## config.mk

```make
export PLATFORM = sky130hd
export DESIGN_NAME = char_deque_sorted_insert_palindrome_core
export DESIGN_NICKNAME = d
export VERILOG_FILES = /design/src/hdl/cdq_pkg.sv /design/src/hdl/char_deque_sorted_insert_palindrome_core.sv /design/src/hdl/cdq_cell.sv
export SDC_FILE = /design/constraint.sdc
export NUM_CORES = 2
export LEC_CHECK = 0
export ABC_AREA = 0
export BUFFER_PORTS_ARGS = -buffer_cell sky130_fd_sc_hd__buf_2
export CAP_MARGIN = 20
export CORE_ASPECT_RATIO = 1.75
export CORE_UTILIZATION = 31
export DETAILED_ROUTE_END_ITERATION = 10
export MAX_ROUTING_LAYER = met4
export SLEW_MARGIN = 20
export SYNTH_ARGS = -nofsm -noshare
export SYNTH_HDL_FRONTEND = slang
export SYNTH_SLANG_ARGS = --single-unit
```

## constraint.sdc

```tcl
create_clock -name i_clk -period 25.5 [get_ports i_clk]
set_input_delay 1.275 -clock i_clk [delete_from_list [all_inputs] [get_ports i_clk]]
set_output_delay 1.275 -clock i_clk [all_outputs]
set_load 0.02 [all_outputs]
```

## src/hdl/cdq_pkg.sv

```systemverilog
// Package for the character deque core: sizes, operation and status codes,
// payload structs and the control struct broadcast to the cell row.
// No dependencies.
`timescale 1ns / 1ps

package cdq_pkg;

    localparam int DEPTH     = 32;
    localparam int CNT_W     = $clog2(DEPTH + 1);
    localparam int CHAR_W    = 8;
    localparam int ENTRIES_W = 6;

    typedef logic [CNT_W-1:0] t_cnt;

    typedef enum logic [2:0] {
        OP_PUSH_FRONT = 3'd0,
        OP_PUSH_BACK  = 3'd1,
        OP_INSERT     = 3'd2,
        OP_POP_FRONT  = 3'd3,
        OP_POP_BACK   = 3'd4,
        OP_PALINDROME = 3'd5
    } t_op;

    typedef enum logic [1:0] {
        ST_OK    = 2'd0,
        ST_EMPTY = 2'd1,
        ST_FULL  = 2'd2
    } t_status;

    typedef struct packed {
        t_op                      func;
        logic signed [CHAR_W-1:0] char_value;
    } t_in_item;

    typedef struct packed {
        t_status                  status;
        logic signed [CHAR_W-1:0] char_out;
        logic                     is_palindrome;
        logic [ENTRIES_W-1:0]     entries_held;
    } t_out_item;

    typedef enum logic [1:0] {
        CM_HOLD,
        CM_INSERT,
        CM_SHIFT_LEFT
    } t_cell_mode;

    typedef struct packed {
        t_cell_mode               mode;
        logic                     ins_back;
        logic                     ins_cmp;
        logic signed [CHAR_W-1:0] value;
        logic                     sh_load;
        logic                     sh_shift;
    } t_cell_ctl;

    typedef enum logic {
        S_IDLE,
        S_PAL
    } t_state;

endpackage

```

## src/hdl/char_deque_sorted_insert_palindrome_core.sv

```systemverilog
// Top level of the character deque: control, count and output register
// around a row of cdq_cell instances. Depends on cdq_pkg and cdq_cell.
`timescale 1ns / 1ps

// Pushes, ordered insert and pops finish in the cycle of the transfer; the result stands
// in the output register in the cycle after, one transfer a cycle while the receiver keeps up.
// The palindrome test copies the row into shadow registers, then shifts the
// shadow row one place a cycle, checking one front/back pair each cycle; no transfer is
// taken until the scan stops and the output register is free to take the result.
// Reset (synchronous, active low) empties the deque and the output register.
module char_deque_sorted_insert_palindrome_core (
    input  logic              i_clk,
    input  logic              i_rst_n,
    input  logic              i_in_valid,
    output logic              o_in_ready,
    input  cdq_pkg::t_in_item i_in_item,
    output logic              o_out_valid,
    input  logic              i_out_ready,
    output cdq_pkg::t_out_item o_out_item
);
    import cdq_pkg::*;

    // Control state
    t_state    r_state;
    t_state    n_state;
    t_cnt      r_count;
    t_cnt      n_count;
    t_cnt      r_scount;
    t_cnt      n_scount;
    logic      r_out_valid;
    logic      n_out_valid;
    t_out_item r_out_item;
    t_out_item n_out_item;

    // Cell row wiring
    t_cell_ctl                w_ctl;
    logic                     w_valid  [DEPTH+1];
    logic                     w_svalid [DEPTH+1];
    logic                     w_pass   [DEPTH+1];
    logic signed [CHAR_W-1:0] w_data   [DEPTH];
    logic signed [CHAR_W-1:0] w_shadow [DEPTH];
    logic signed [CHAR_W-1:0] w_last   [DEPTH];
    logic signed [CHAR_W-1:0] w_back   [DEPTH];
    logic signed [CHAR_W-1:0] w_last_char;
    logic signed [CHAR_W-1:0] w_back_char;

    logic    w_accept;
    logic    w_out_free;
    logic    w_full;
    logic    w_empty;
    logic    w_pal_done;
    logic    w_pal_fin;
    logic    w_sh_shift;
    t_status w_status;
    logic signed [CHAR_W-1:0] w_char;

    assign w_out_free = !r_out_valid || i_out_ready;
    assign w_accept   = i_in_valid && o_in_ready;
    assign w_full     = (r_count == CNT_W'(DEPTH));
    assign w_empty    = (r_count == '0);

    // Thermometer of occupied cells and of live shadow cells.
    genvar gi;
    generate
        for (gi = 0; gi < DEPTH; gi++) begin : g_valid
            assign w_valid[gi]  = (CNT_W'(gi) < r_count);
            assign w_svalid[gi] = (CNT_W'(gi) < r_scount);
        end
    endgenerate
    assign w_valid[DEPTH]  = 1'b0;
    assign w_svalid[DEPTH] = 1'b0;
    assign w_pass[0]       = 1'b1;

    generate
        for (gi = 0; gi < DEPTH; gi++) begin : g_cell
            cdq_cell u_cell (
                .i_clk            (i_clk),
                .i_ctl            (w_ctl),
                .i_valid          (w_valid[gi]),
                .i_right_valid    (w_valid[gi+1]),
                .i_pass           (w_pass[gi]),
                .i_left_data      ((gi == 0) ? w_ctl.value : w_data[(gi == 0) ? 0 : gi-1]),
                .i_right_data     (w_data[(gi == DEPTH-1) ? gi : gi+1]),
                .i_sh_valid       (w_svalid[gi]),
                .i_sh_right_valid (w_svalid[gi+1]),
                .i_right_shadow   (w_shadow[(gi == DEPTH-1) ? gi : gi+1]),
                .o_pass           (w_pass[gi+1]),
                .o_data           (w_data[gi]),
                .o_shadow         (w_shadow[gi]),
                .o_last_term      (w_last[gi]),
                .o_back_term      (w_back[gi])
            );
        end
    endgenerate

    // At most one cell flags itself as last (none when empty): merge the one-hot terms.
    always_comb begin
        w_last_char = '0;
        w_back_char = '0;
        for (int k = 0; k < DEPTH; k++) begin
            w_last_char = w_last_char | w_last[k];
            w_back_char = w_back_char | w_back[k];
        end
    end

    // Palindrome scan: stop on a mismatch or when fewer than two remain.
    assign w_pal_done = (r_scount < CNT_W'(2)) || (w_shadow[0] != w_back_char);

    // Next state
    always_comb begin
        n_state = r_state;
        case (r_state)
            S_IDLE: begin
                if (w_accept && (i_in_item.func == OP_PALINDROME)) begin
                    n_state = S_PAL;
                end
            end
            S_PAL: begin
                if (w_pal_fin) begin
                    n_state = S_IDLE;
                end
            end
            default: begin
                n_state = S_IDLE;
            end
        endcase
    end

    // State outputs
    always_comb begin
        o_in_ready = 1'b0;
        w_pal_fin  = 1'b0;
        w_sh_shift = 1'b0;
        case (r_state)
            S_IDLE: begin
                o_in_ready = w_out_free;
            end
            S_PAL: begin
                w_pal_fin  = w_pal_done && w_out_free;
                w_sh_shift = !w_pal_done;
            end
            default: begin
                o_in_ready = 1'b0;
            end
        endcase
    end

    // Decode the transferred operation into cell control and a result.
    always_comb begin
        w_ctl          = '0;
        w_ctl.mode     = CM_HOLD;
        w_ctl.value    = i_in_item.char_value;
        w_ctl.sh_shift = w_sh_shift;
        w_status       = ST_OK;
        w_char         = '0;
        n_count        = r_count;
        n_scount       = r_scount;
        if (w_sh_shift) begin
            n_scount = r_scount - CNT_W'(2);
        end
        if (w_accept) begin
            case (i_in_item.func)
                OP_PUSH_FRONT, OP_PUSH_BACK, OP_INSERT: begin
                    if (w_full) begin
                        w_status = ST_FULL;
                    end else begin
                        w_ctl.mode     = CM_INSERT;
                        w_ctl.ins_back = (i_in_item.func == OP_PUSH_BACK);
                        w_ctl.ins_cmp  = (i_in_item.func == OP_INSERT);
                        n_count        = r_count + CNT_W'(1);
                    end
                end
                OP_POP_FRONT: begin
                    if (w_empty) begin
                        w_status = ST_EMPTY;
                    end else begin
                        w_ctl.mode = CM_SHIFT_LEFT;
                        w_char     = w_data[0];
                        n_count    = r_count - CNT_W'(1);
                    end
                end
                OP_POP_BACK: begin
                    if (w_empty) begin
                        w_status = ST_EMPTY;
                    end else begin
                        w_char  = w_last_char;
                        n_count = r_count - CNT_W'(1);
                    end
                end
                OP_PALINDROME: begin
                    w_ctl.sh_load = 1'b1;
                    n_scount      = r_count;
                end
                default: begin
                    w_status = ST_OK;
                end
            endcase
        end
    end

    // Output register: load on a finished item, drop valid once taken.
    always_comb begin
        n_out_valid = r_out_valid && !i_out_ready;
        n_out_item  = r_out_item;
        if (w_accept && (i_in_item.func != OP_PALINDROME)) begin
            n_out_valid               = 1'b1;
            n_out_item.status         = w_status;
            n_out_item.char_out       = w_char;
            n_out_item.is_palindrome  = 1'b0;
            n_out_item.entries_held   = ENTRIES_W'(n_count);
        end else if (w_pal_fin) begin
            n_out_valid               = 1'b1;
            n_out_item.status         = ST_OK;
            n_out_item.char_out       = '0;
            n_out_item.is_palindrome  = (r_scount < CNT_W'(2));
            n_out_item.entries_held   = ENTRIES_W'(r_count);
        end
    end

    always_ff @(posedge i_clk) begin
        if (!i_rst_n) begin
            r_state     <= S_IDLE;
            r_count     <= '0;
            r_scount    <= '0;
            r_out_valid <= 1'b0;
        end else begin
            r_state     <= n_state;
            r_count     <= n_count;
            r_scount    <= n_scount;
            r_out_valid <= n_out_valid;
        end
    end

    always_ff @(posedge i_clk) begin
        r_out_item <= n_out_item;
    end

    assign o_out_valid = r_out_valid;
    assign o_out_item  = r_out_item;

endmodule

```

## src/hdl/cdq_cell.sv

```systemverilog
// One cell of the deque row: holds one character and one shadow copy.
// Depends on cdq_pkg.
`timescale 1ns / 1ps

module cdq_cell (
    input  logic                              i_clk,
    input  cdq_pkg::t_cell_ctl                i_ctl,
    input  logic                              i_valid,
    input  logic                              i_right_valid,
    input  logic                              i_pass,
    input  logic signed [cdq_pkg::CHAR_W-1:0] i_left_data,
    input  logic signed [cdq_pkg::CHAR_W-1:0] i_right_data,
    input  logic                              i_sh_valid,
    input  logic                              i_sh_right_valid,
    input  logic signed [cdq_pkg::CHAR_W-1:0] i_right_shadow,
    output logic                              o_pass,
    output logic signed [cdq_pkg::CHAR_W-1:0] o_data,
    output logic signed [cdq_pkg::CHAR_W-1:0] o_shadow,
    output logic signed [cdq_pkg::CHAR_W-1:0] o_last_term,
    output logic signed [cdq_pkg::CHAR_W-1:0] o_back_term
);
    import cdq_pkg::*;

    logic signed [CHAR_W-1:0] r_data;
    logic signed [CHAR_W-1:0] n_data;
    logic signed [CHAR_W-1:0] r_shadow;
    logic signed [CHAR_W-1:0] n_shadow;
    logic                     w_gt;

    // New value goes behind this entry when it is smaller (or forced at the back).
    assign w_gt   = i_valid && (i_ctl.ins_back || (i_ctl.ins_cmp && (i_ctl.value < r_data)));
    assign o_pass = i_pass && w_gt;

    always_comb begin
        n_data = r_data;
        case (i_ctl.mode)
            CM_INSERT: begin
                if (!i_pass) begin
                    n_data = i_left_data;
                end else if (!w_gt) begin
                    n_data = i_ctl.value;
                end
            end
            CM_SHIFT_LEFT: begin
                n_data = i_right_data;
            end
            default: begin
                n_data = r_data;
            end
        endcase
    end

    always_comb begin
        n_shadow = r_shadow;
        if (i_ctl.sh_load) begin
            n_shadow = r_data;
        end else if (i_ctl.sh_shift) begin
            n_shadow = i_right_shadow;
        end
    end

    always_ff @(posedge i_clk) begin
        r_data   <= n_data;
        r_shadow <= n_shadow;
    end

    assign o_data      = r_data;
    assign o_shadow    = r_shadow;
    assign o_last_term = (i_valid && !i_right_valid) ? r_data : '0;
    assign o_back_term = (i_sh_valid && !i_sh_right_valid) ? r_shadow : '0;

endmodule
```

==> results by group <==
Logic synthesis
  • #FFs+latches synth: 543
  • Sequential area share after synthesis: 45.9%
  • Net Count, Synth: 3920
  • Async SR Flop Fraction: 0%
  • Post-synth EDFFs: 528
  • Yosys warns: 0
  • Synth cell types: 85
  • Primary FF master, synth: edfxtp_1
  • Syn Area/Cell: 9.58 um2
  • Post-Syn Area: 35200 um2
  • Mapped Cells: 3673

Clock network
  • Clock sink count: 543
  • H-tree Lvls: 2
  • CTS Hold Bufs: 0
  • Setup Fix Bufs, Post-CTS: 0
  • CTS tree: done
  • CTS Buffer Depth: 3
  • Post-CTS resize count: 0
  • Clock Tree Root: clkbuf_16
  • CTS buffer count: 55
  • CTS clock-pin slew for the worst setup and hold paths: 0.06 ns
  • Clock Latency Late Sink: 0.69 ns

Critical path
  • Critical path data arrival time: 7.59 ns
  • Critical path class: reg -> reg
  • Reg-to-reg slack, setup: 18.22 ns
  • Crit path max-delay family: simple AND/OR/NAND/NOR gates
  • Max Fanout on Critical Path: 68
  • Type of origin of the critical path: register
  • Crit. Startpoint: r_scount[1]
  • Max stage delay on crit path: 0.97 ns
  • Worst path cell trace: nor4bb_4 -> buf_4 -> and2_1 -> a32o_1 -> nor3_1 -> nand4_1 -> o211ai_1 -> nor4_1 -> nand2_1 -> nand2_4 -> buf_4 -> buf_4
  • Critical R2R Launch: r_scount[1]
  • Cell mode on critical path: buf_4
  • CP required: 25.81 ns
  • Crit end category: register
  • CP bufs+invs: 3
  • Worst-path cell with the longest stage delay: nor4_1

Placement
  • Gpl congestion: 1.10
  • Buffers on Ports: 33
  • Placed cell count: 5069
  • Dpl hpwl: 166 mm
  • DP Worst Slack: 18.09 ns

Finish
  • Cell Count, Final, Fillers Out: 5190
  • Most frequent cells in the layout: 584 x nand2_1, 528 x edfxtp_1, 453 x o21ai_0
  • Commonest non-fill, non-tap cell in the layout: nand2_1
  • Nets: 3895
  • Final Core Density: 35.0%
  • Fill cells: 11.7k
  • Synth-to-layout area growth: 12.0%
  • Layout cells sized above 1: 8.99%

Die
  • I/O Pins: 34
  • Die H: 448 um
  • Die area: 115000 um2
  • Core area: 113000 um2
  • Site Rows: 163
  • Initial Util: 31.3%
  • Die X: 257 um

STA
  • Final setup violation count: 0
  • Fin crit share: 28.5%
  • Max-slew violation count: 0
  • Worst setup margin: 18.22 ns
  • Rel. slew slack: 10.7%
  • RSZ-0062 raised after global routing: false
  • Final hold vios: 0
  • Total negative slack: 0 ns
  • Clock skew: 0.0405 ns
  • Measured slew at the worst slew-check pin: 1.33 ns
  • FMAX: 0.137 GHz
  • Crit path time final: 7.28 ns

Job
  • Number of max-cap violations: 0

Route
  • # DRC: 0
  • Post-Route WL: 212 mm
  • Initial drt markers: 3972
  • WL per Instance: 40.9 um
  • DRT Pass-1 Iters: 6
  • Routed Antenna Nets: 0
  • Vias per cell: 6.11
  • Via count: 31.7k

Global route
  • Vias in the first global route: 30.5k
  • GRT Total Usage: 37.5%
  • Largest net degree at the start of global routing: 245
  • Congestion Overflow GR: 0
  • Initial antenna violation count: 18
  • First-pass GRT wire length: 279 mm

Power and ir drop
  • VDD IR max: 0.0000556 V
  • P per Cell Area: 57.8 nW/um2
  • Leak: 15.0 nW
  • Total power draw: 2.28 mW

Outcome
  • Status: finished, final reports clean

Min path
  • HP Class: reg -> reg
  • Hold_sp: o_out_item[6]
through the flow:
step           instance area [um2]  hold slack (ns)
2_1_floorplan                35200            0.450
3_3_place_gp                 37400            0.490
3_5_place_dp                 37400            0.490
4_1_cts                      39300            0.508
5_1_grt                      39400            0.520
6_report                     39400            0.490
Yosys cell counts (9+ instances only):
| cell type | count | area share [%] |
|---|---|---|
| dfxtp_1 | 15 | 0.85 |
| nand2_1 | 585 | 6.2 |
| a21boi_0 | 10 | 0.21 |
| and3_1 | 48 | 0.85 |
| nor4_1 | 12 | 0.21 |
| edfxtp_1 | 528 | 45 |
| a32oi_1 | 33 | 0.82 |
| nand3_1 | 148 | 2.1 |
| a32o_1 | 10 | 0.28 |
| a22oi_1 | 90 | 1.9 |
| o22ai_1 | 23 | 0.41 |
| nor3_1 | 48 | 0.68 |
| o2111ai_1 | 18 | 0.45 |
| a31oi_1 | 32 | 0.57 |
| a2111oi_0 | 14 | 0.35 |
| clkbuf_1 | 198 | 2.1 |
| nor2_1 | 113 | 1.2 |
| mux2i_1 | 241 | 6.9 |
| nor2b_1 | 15 | 0.27 |
| a21o_1 | 36 | 0.77 |
| inv_1 | 273 | 2.9 |
| nand4_1 | 45 | 0.80 |
| a21oi_1 | 122 | 1.7 |
| mux2_2 | 15 | 0.48 |
| buf_1 | 13 | 0.14 |
| a221oi_1 | 21 | 0.52 |
| o21ai_1 | 9 | 0.13 |
| o21ai_0 | 455 | 6.5 |
| ha_1 | 232 | 8.2 |
| nand2b_1 | 27 | 0.48 |
| o211ai_1 | 12 | 0.26 |
| and2_1 | 11 | 0.20 |
| buf_2 | 20 | 0.28 |
| a211oi_1 | 24 | 0.51 |
| a222oi_1 | 9 | 0.26 |
| a22o_1 | 24 | 0.60 |
final timing paths:
check	endpoint	depth (start not counted)
worst max register to register	g_cell[20].u_cell.o_shadow[3]	12
worst min-delay path	o_out_item[6]	2
worst min register to register	o_out_item[6]	2
worst max-delay path	g_cell[20].u_cell.o_shadow[3]	12
worst min-delay path: stages (launching register included):
cell and delay, ns:
dfxtp_1 0.32, nand2_1 0.06, mux2i_1 0.06
registers in the layout (all words and copies together) (netlist names):
name / cells
o_out_item: 17
g_cell.u_cell.o_shadow: 256
r_scount: 6
o_out_valid: 1
r_count: 6
g_cell.u_cell.o_data: 256
r_state: 1
power by group:
group          internal, mW  switching [mW]
Sequential             1.02          0.0784
Combinational        0.0805           0.192
Clock                 0.502           0.405
Total                  1.60           0.675
cell type report:
type | count | area (um2) | area share (%)
Multi-Input combinational cell | 2620 | 17300 | 43.9
Sequential cell | 543 | 16200 | 41.0
Tap cell | 1485 | 1860 | 4.71
Clock buffer | 60 | 1400 | 3.54
Timing Repair Buffer | 152 | 1100 | 2.79
Inverter | 276 | 1040 | 2.63
Clock inverter | 41 | 526 | 1.33
Antenna cell | 13 | 32.5 | 0.0825
cells by family (layout without fill, tap and decap cells):
group	Yosys count	after routing	synth area share, %
flops	543	543	45.9
simple gates	1121	1121	14.7
fa+ha+maj	232	232	8.25
compound gates	993	993	17.6
buf+inv	510	529	5.57
xor+xnor	9	9	0.224
other cells	0	13	0
mux	265	265	7.71
routing by layer:
metal / vias up / GRT usage [%] / part of all wire [%] / wire length (um)
met1: 15798 / 40.0 / 35 / 74400
met4: 0 / 33.8 / 11 / 23700
li1: 13561 / - / - / -
met3: 578 / 4.95 / 6.4 / 13500
met2: 1776 / 60.9 / 47 / 101000
met5: - / - / 0 / 0
(Power assumes the default switching activity.)
